<file path="src/rtl/sbq_pkg.sv">
// ----------------------------------------------------------------------------
// sbq_pkg
// Shared types and constants for the stereo biquad equalizer cascade.
// ----------------------------------------------------------------------------
package sbq_pkg;

  localparam int NumSections  = 4;
  localparam int SampleBits   = 24;
  localparam int CoefBits     = 32;
  localparam int CoefFracBits = 27;
  localparam int GuardBits    = 8;
  localparam int WideBits     = SampleBits + GuardBits;
  localparam int NumSlots     = 5;
  localparam int SecBits      = (NumSections > 1) ? $clog2(NumSections) : 1;
  localparam int ProdBits     = CoefBits + WideBits;
  localparam int AccBits      = ProdBits + 3;

  typedef enum logic [1:0] {
    OP_PROCESS = 2'd0,
    OP_WRITE   = 2'd1,
    OP_CLEAR   = 2'd2,
    OP_NONE    = 2'd3
  } op_e;

  typedef enum logic [2:0] {
    SLOT_B0 = 3'd0,
    SLOT_B1 = 3'd1,
    SLOT_B2 = 3'd2,
    SLOT_A1 = 3'd3,
    SLOT_A2 = 3'd4
  } slot_e;

  typedef logic signed [CoefBits-1:0] coef_t;
  typedef logic signed [WideBits-1:0] wide_t;

  typedef struct packed {
    coef_t b0;
    coef_t b1;
    coef_t b2;
    coef_t a1;
    coef_t a2;
  } coefs_t;

  // lane control from the sequencer
  typedef struct packed {
    logic start;
    logic clear;
  } lane_ctl_t;

  // round half up at sample grid, saturate to guard width
  function automatic wide_t round_sat(input logic signed [AccBits-1:0] a);
    logic signed [AccBits-1:0] r;
    logic signed [AccBits-1:0] mx;
    logic signed [AccBits-1:0] mn;
    r  = (a + (AccBits'(1) <<< (CoefFracBits - 1))) >>> CoefFracBits;
    mx = AccBits'((64'(1) << (WideBits - 1)) - 64'(1));
    mn = -mx - AccBits'(1);
    if (r > mx) return mx[WideBits-1:0];
    if (r < mn) return mn[WideBits-1:0];
    return r[WideBits-1:0];
  endfunction

endpackage

</file>
<file path="src/rtl/sbq_lane.sv">
// ----------------------------------------------------------------------------
// sbq_lane
// One channel of the cascade: sections run in turn on a shared multiplier.
// ----------------------------------------------------------------------------
module sbq_lane (
  input  logic                    clk_i,
  input  logic                    rst_ni,
  input  sbq_pkg::lane_ctl_t      ctl_i,
  input  sbq_pkg::wide_t          x_i,
  input  sbq_pkg::coefs_t         coefs_i,
  output logic [sbq_pkg::SecBits-1:0] sec_o,
  output logic                    done_o,
  output sbq_pkg::wide_t          y_o
);

  localparam int P = sbq_pkg::ProdBits;
  localparam int A = sbq_pkg::AccBits;

  // eight phases per section: 0 b0*x, 1 round y, 2 b1*x, 3 a1*y, 4 b2*x,
  // 5 a2*y and store d0, 6 finish d1 sum, 7 store d1 and move on
  logic [2:0] ph_q, ph_d;
  logic       busy_q, busy_d;
  logic [sbq_pkg::SecBits-1:0] sec_q, sec_d;
  sbq_pkg::wide_t x_q, x_d, y_q, y_d;
  logic signed [A-1:0] acc_q, acc_d;
  logic signed [P-1:0] prod_q;
  sbq_pkg::wide_t d0_q [sbq_pkg::NumSections];
  sbq_pkg::wide_t d1_q [sbq_pkg::NumSections];
  logic done_q;

  sbq_pkg::coef_t mc;
  sbq_pkg::wide_t mx;
  logic signed [A-1:0] dsc;

  always_comb begin
    case (ph_q)
      3'd0:    begin mc = coefs_i.b0; mx = x_q; end
      3'd2:    begin mc = coefs_i.b1; mx = x_q; end
      3'd3:    begin mc = coefs_i.a1; mx = y_q; end
      3'd4:    begin mc = coefs_i.b2; mx = x_q; end
      default: begin mc = coefs_i.a2; mx = y_q; end
    endcase
  end

  always_ff @(posedge clk_i) prod_q <= P'(mc) * P'(mx);

  // multiplier output is registered in prod_q
  always_comb begin
    ph_d   = ph_q;
    busy_d = busy_q;
    sec_d  = sec_q;
    x_d    = x_q;
    y_d    = y_q;
    acc_d  = acc_q;
    dsc    = '0;
    if (ctl_i.start) begin
      busy_d = 1'b1;
      ph_d   = '0;
      sec_d  = '0;
      x_d    = x_i;
    end else if (busy_q) begin
      ph_d = ph_q + 3'd1;
      unique case (ph_q)
        3'd0: ;
        3'd1: begin
          dsc = A'(d0_q[sec_q]) <<< sbq_pkg::CoefFracBits;
          y_d = sbq_pkg::round_sat(A'(prod_q) + dsc);
        end
        3'd2: ;
        3'd3: begin
          dsc   = A'(d1_q[sec_q]) <<< sbq_pkg::CoefFracBits;
          acc_d = A'(prod_q) + dsc;
        end
        3'd4: acc_d = acc_q - A'(prod_q);
        3'd5: acc_d = A'(prod_q);
        3'd6: acc_d = acc_q - A'(prod_q);
        default: begin
          ph_d = '0;
          x_d  = y_q;
          if (32'(sec_q) == sbq_pkg::NumSections - 1) busy_d = 1'b0;
          else sec_d = sec_q + sbq_pkg::SecBits'(1);
        end
      endcase
    end
  end

  always_ff @(posedge clk_i or negedge rst_ni) begin
    if (!rst_ni) begin
      ph_q   <= '0;
      busy_q <= 1'b0;
      sec_q  <= '0;
      done_q <= 1'b0;
      for (int i = 0; i < sbq_pkg::NumSections; i++) begin
        d0_q[i] <= '0;
        d1_q[i] <= '0;
      end
    end else begin
      ph_q   <= ph_d;
      busy_q <= busy_d;
      sec_q  <= sec_d;
      done_q <= busy_q && !busy_d;
      if (ctl_i.clear) begin
        for (int i = 0; i < sbq_pkg::NumSections; i++) begin
          d0_q[i] <= '0;
          d1_q[i] <= '0;
        end
      end else if (busy_q && ph_q == 3'd5) begin
        d0_q[sec_q] <= sbq_pkg::round_sat(acc_q);
      end else if (busy_q && ph_q == 3'd7) begin
        d1_q[sec_q] <= sbq_pkg::round_sat(acc_q);
      end
    end
  end

  always_ff @(posedge clk_i) begin
    x_q   <= x_d;
    y_q   <= y_d;
    acc_q <= acc_d;
  end

  assign sec_o  = sec_q;
  assign done_o = done_q;
  assign y_o    = x_q;

endmodule

</file>
<file path="config.mk">
export PLATFORM = sky130hd
export DESIGN_NAME = sbq_lane
export DESIGN_NICKNAME = d
export VERILOG_FILES = /design/src/rtl/sbq_pkg.sv /design/src/rtl/sbq_lane.sv
export SDC_FILE = /design/constraint.sdc
export NUM_CORES = 2
export LEC_CHECK = 0
export ABC_AREA = 1
export CAP_MARGIN = 10
export CORE_MARGIN = 2
export CORE_UTILIZATION = 45
export DETAILED_ROUTE_END_ITERATION = 6
export DONT_BUFFER_PORTS = 1
export SETUP_SLACK_MARGIN = 0.15
export SLEW_MARGIN = 15
export SYNTH_ARGS = -nofsm -noshare
export SYNTH_HDL_FRONTEND = slang
export SYNTH_SLANG_ARGS = --single-unit
</file>
<file path="constraint.sdc">
create_clock -name clk_i -period 18.3 [get_ports clk_i]
set_clock_uncertainty 0.05 [all_clocks]
set_input_delay 1.83 -clock clk_i [delete_from_list [all_inputs] [get_ports clk_i]]
set_output_delay 1.83 -clock clk_i [all_outputs]
set_load 0.005 [all_outputs]
</file>
; ---- Word-level counts from Yosys, hierarchy flattened
; Cells that the tools add are included.
[totals]
reg_bits = 458
inputBits = 196
[classes]
n_mux = 70
eq_ne = 11
addsub = 7
n_reduce_logical = 18
n_mul = 1
n_bitwise = 2
n_lt_le_gt_ge = 6
[op_table]
columns = op, n
row1 = two-way mux 32 bit, 24
row2 = two-way mux 128 bit, 5
row3 = bitwise mux 128 bit, 2
row4 = one-hot mux 67 bit (3 select lines), 1
row5 = adder 64 x 59 -> 65 bit, 2
row6 = binary-select mux 32 bit (select 2 bit), 2
row7 = one-hot mux 32 bit (4 select lines), 1
row8 = "adder 67 x 28 -> 67 bit, second input constant", 1
row9 = subtractor 67 x 64 -> 67 bit, 1
row10 = "adder 65 x 28 -> 66 bit, second input constant", 1
row11 = demux 32 bit (select 2 bit), 1
row12 = multiplier 32 x 32 -> 64 bit, 1
row13 = "greater-than comparator 40 x 32 -> 1 bit, second input constant", 1
row14 = "< comparator 40 x 32 -> 1 bit, second input constant", 1
row15 = "greater-than comparator 39 x 32 -> 1 bit, second input constant", 1
row16 = "< comparator 39 x 32 -> 1 bit, second input constant", 1
row17 = two-way mux 1 bit, 27
row18 = "equality test 3 bit, second input constant", 4
row19 = two-way mux 3 bit, 3
row20 = AND reduction 3 bit, 3
row21 = two-way mux 2 bit, 4
row22 = OR reduction 7 bit, 1
row23 = "equality test 3 x 2 -> 1 bit, second input constant", 2
row24 = nonzero test 2 bit, 3
row25 = other kinds (17), 22

; ---- Depth between registers and ports, before layout
[depth]
depth_word = 19
depth_mapped = 40
mapped_depth_nobuf = 37

; ---- Least setup slack after synthesis
; OpenSTA, ideal clock, no wires.
[synth_timing]
kind = input to register
start = in coefs_i[63] (netlist bit)
end = reg prod_q[60]
slack_ns = 9.379
stages = 29
n_path_buf = 1
arrival_ns = 8.799
required_ns = 18.178
path_cell_list = a21oi_1 -> nand4_1 -> o21ai_1 -> buf_2 -> nor2_1 -> fa_1 -> fa_1 -> fa_1 -> fa_1 -> inv_1 -> fa_1 -> inv_1 -> fa_1 -> inv_1 -> fa_1 -> inv_1 -> fa_1 -> ha_1 -> nand2_1 -> nor2_1 -> inv_1 -> nor2_1 -> nand2_1 -> nor3_1 -> nand2_1 -> o211ai_1 -> nand2_1 -> nand2_1 -> xor2_1
[synth_via]
elab_chain_len = 2
[synth_rtl]
columns = item, line
row1 = "start, declared", sbq_lane.sv:10  ; input sbq_pkg::coefs_t coefs_i,
row2 = one-hot mux 32 bit (4 select lines), sbq_lane.sv:36  ; case (ph_q)
row3 = multiplier 32 x 32 -> 64 bit, sbq_lane.sv:45  ; always_ff @(posedge clk_i) prod_q <= P'(mc) * P'(mx);
row4 = "end signal, assigned", sbq_lane.sv:45
row5 = "end, declared", sbq_lane.sv:26  ; logic signed [P-1:0] prod_q;
; No other way between the ends.
; A chain may end at the register's enable or synchronous reset.

; ---- Final worst setup path
[layout_timing]
start = reg ph_q[0]
end = reg prod_q[61]
[layout_via]
elab_chain_len = 4
[layout_rtl]
columns = item, line
row1 = "start, declared", sbq_lane.sv:21  ; logic [2:0] ph_q, ph_d;
row2 = "start signal, assigned", sbq_lane.sv:98  ; ph_q <= ph_d;
row3 = "equality test 3 bit, or another cell as far along", sbq_lane.sv:36
row4 = OR reduction 3 bit (no line), --
row5 = two-way mux 32 bit, sbq_lane.sv:36
row6 = multiplier 32 x 32 -> 64 bit (*), sbq_lane.sv:45
; Mark *: on every way between the ends. The rest lies on a longest branch, timed or not.

==> metrics.md <==
| Metric | Value |
|---|---|
| Status | `complete, but fails checks` |
| Failing checks | `design-rule violations` |
| Tmin final | `between 10 and 15 ns` |
| First-pass GRT wire length | `403 mm` |
| CTS root buf | `clkbuf_16` |
| Final antenna-violating net count | `0` |
| Vias in the first global route | `62478` |
| DP HPWL | `216 mm` |
| Area Growth Syn to Fin | `6.16%` |
| H-tree levels | `2` |
| Drt first-iter violations | `6442` |
| WL/cell | `24.5 um` |
| RSZ-0062 raised after global routing | `false` |
| Reg clk slew, reported paths | `0.06 ns` |
| Initial antenna violation count | `5` |
| Post-synth EDFFs | `131` |
| WS Path Type | `register to register` |
| CP Data Required Time | `18.80 ns` |
| Crit Path Max Fanout | `32` |
| TritonCTS clock tree | `built` |
| IO Count | `between 200 and 250` |
| Mapped Nets | `10653` |
| DIE WIDTH | `~400 um` |
| Core footprint | `0.152 sq mm` |
| Largest net degree at the start of global routing | `about 260` |
| Final Hold Viols | `0` |
| Vias | `61778` |
| Clk buf depth | `3` |
| Die Area | `0.156 sq mm` |
| Detailed-router iteration count before antenna repair | `7` |
| Post-Syn Area | `0.0686 sq mm` |
| Final setup violating endpoints | `0` |
| Final net count | `10496` |
| Post-synthesis register bit count | `458` |
| Grt ovf | `0` |
| Drt drc | `9` |
| HP Class | `register to register` |
| Worst slew margin | `20.7%` |
| Filler Cell Count | `between 15000 and 20000` |
| IO buf count | `0` |
| Syn Inst Count | `9037` |
| Post-CTS Hold Buffers | `0` |
| Post-CTS Resized | `0` |
| Async SR Flop Fraction | `between 50% and 60%` |
| CP Launch Type | `register` |
| RD Place Congestion | `1.02` |
| Part of the cycle the worst path needs | `57.8%` |
| Count of pins over their slew limit | `0` |
| GRT Util Overall | `34.7%` |
| Post-Syn Area per Cell | `roughly 7.6 sq um` |
| Ys Warns | `0` |
| Setup total negative slack | `0 ns` |
| Main synth FF type | `dfrtp_1` |
| Initial core utilization | `45.2%` |
| Vias/cell | `5.64` |
| Rows | `143` |
| Max stage delay on crit path | `just under 0.9 ns` |
| Vert. Die Dim | `395 um` |
| CP max stage cell | `inv_1` |
| Most used cell, CP | `inv_1` |
| Layout cells sized above 1 | `under 10%` |
| Final Core Density | `48.0%` |
| CTS buffer count | `between 50 and 60` |
| Post-synthesis sequential area ratio | `~17%` |
| Max Clock Freq | `94.6 MHz` |
| Routed WL | `269 mm` |
| Critical path endpoint category | `register` |
| Least-Margin Pin Slew | `between 1 and 1.5 ns` |
| Worst skew pair latency | `0.70 ns` |
| Max-cap violations | `0` |
| Clock sink count | `approximately 460` |
| Netlist cell types | `54` |
| Post-CTS setup buffer count | `0` |
| WP data arrival | `11.08 ns` |
-- metal layers --
layer  track usage, %  wire length [um]  vias up  part of all wire (%)
li1                 -                 -    27353                     -
met1             45.6            107000    30850                    40
met2             55.9            124000     2952                    46
met3             5.82             23100      619                   8.6
met4             16.2             15000        4                   5.6
met5                0                22        -                0.0082
-- state kept, by name, indices dropped and copies added, names as in the netlist --
| register | cells |
|---|---|
| busy_q | 1 |
| d0_q | 128 |
| prod_q | 64 |
| y_q | 32 |
| d1_q | 128 |
| acc_q | 67 |
| y_o | 32 |
| done_o | 1 |
| sec_o | 2 |
| ph_q | 3 |
-- cells in the mapped netlist (all sizes together) (2+ instances only) --
| cell type | instances | area share (%) |
|---|---|---|
| nand2 | 2148 | 12 |
| inv | 1707 | 9.3 |
| nor2 | 1153 | 6.4 |
| fa | 1085 | 32 |
| o21ai | 513 | 3.8 |
| nand3 | 411 | 3.1 |
| a21oi | 382 | 2.8 |
| ha | 335 | 6.1 |
| dfrtp | 263 | 9.6 |
| clkbuf | 252 | 1.4 |
| edfxtp | 131 | 5.7 |
| nand4 | 101 | 0.92 |
| xor2 | 83 | 1.1 |
| buf | 72 | 0.60 |
| o22ai | 69 | 0.63 |
| dfxtp | 64 | 1.9 |
| xnor2 | 51 | 0.65 |
| nor3 | 30 | 0.23 |
| o21bai | 28 | 0.31 |
| o211ai | 24 | 0.26 |
| a31oi | 19 | 0.17 |
| nor4 | 19 | 0.17 |
| o21a | 19 | 0.21 |
| nand3b | 13 | 0.14 |
| a21boi | 12 | 0.13 |
| a21o | 12 | 0.13 |
| clkinv | 9 | 0.049 |
| or2 | 9 | 0.082 |
| and3 | 7 | 0.064 |
| nand2b | 4 | 0.036 |
| o221ai | 3 | 0.038 |
| a32oi | 2 | 0.026 |
| and2 | 2 | 0.018 |
-- logic make-up after synthesis --
kind of cell    count (synthesis)  share of synthesized area (%)
fa+ha+maj                    1420                           37.8
simple gates                 3897                           23.4
buf+inv                      2040                           11.4
flops                         458                           17.2
xor+xnor                      134                           1.71
compound gates               1088                           8.60
-- critical path: cells and delay by family (launching register included) --
family | cells | cell delay (ns)
DFF | 1 | 0.43
and+or+nand+nor | 11 | 1.82
AOI/OAI and AO/OA | 3 | 0.80
buffers and inverters | 10 | 2.32
adders and majority gates | 10 | 4.94
-- worst paths after layout --
kind | depth (start not counted) | slack (ns) | endpoint | from
max | 34 | 7.73 | prod_q[61] | ph_q[0]
min | 2 | 0.43 | d1_q[34] | d1_q[34]
max reg2reg | 34 | 7.73 | prod_q[61] | ph_q[0]
min reg2reg | 2 | 0.43 | d1_q[34] | d1_q[34]
max in group asynchronous | 0 | 16.76 | d0_q[27] | rst_ni
min in group asynchronous | 0 | 0.77 | d1_q[72] | rst_ni
-- layout make-up --
cell class	count	area, sq um	area share, %
inverters	1716	6440	8.84
clock inverters	25	289	0.397
diodes	4	10.0	0.0137
repair buffers	110	826	1.13
well taps	2030	2540	3.49
clock buffers	78	1610	2.21
flip-flops and latches	458	11800	16.2
multi-input cells	6539	49300	67.7
-- placed cells by master, fill, tap and decap left out, drive strengths merged, types with 13 or more instances in the layout --
cell    Yosys  routed
edfxtp    131     131
nor3       30      30
nand3     411     411
clkbuf    252      78
o21a       19      19
ha        335     335
nor2     1153    1153
nor4       19      19
o21ai     513     513
nand4     101     101
fa       1085    1085
a31oi      19      19
o211ai     24      24
xor2       83      83
buf        72     110
nand3b     13      13
o21bai     28      28
o22ai      69      69
dfrtp     263     263
nand2    2148    2148
dfxtp      64      64
inv      1707    1713
clkinv      9      25
a21oi     382     382
xnor2      51      51
-- through the flow --
| step | instance area (sq um) | setup WS [ns] | hold WS [ns] | instances |
|---|---|---|---|---|
| 3_5_place_dp | 70900 | 7.45 | 0.410 | 10853 |
| 2_1_floorplan | 68600 | 9.38 | 0.394 | 9037 |
| 4_1_cts | 72800 | 7.45 | 0.427 | 10956 |
| 6_report | 72900 | 7.73 | 0.426 | 10960 |
| 5_1_grt | 72800 | 7.25 | 0.435 | 10956 |
| 3_3_place_gp | 70900 | 7.55 | 0.407 | 10852 |
Power is left out: the tool's default activity adds up to more than one toggle a clock period on the data nets, which glitch-free logic cannot reach.
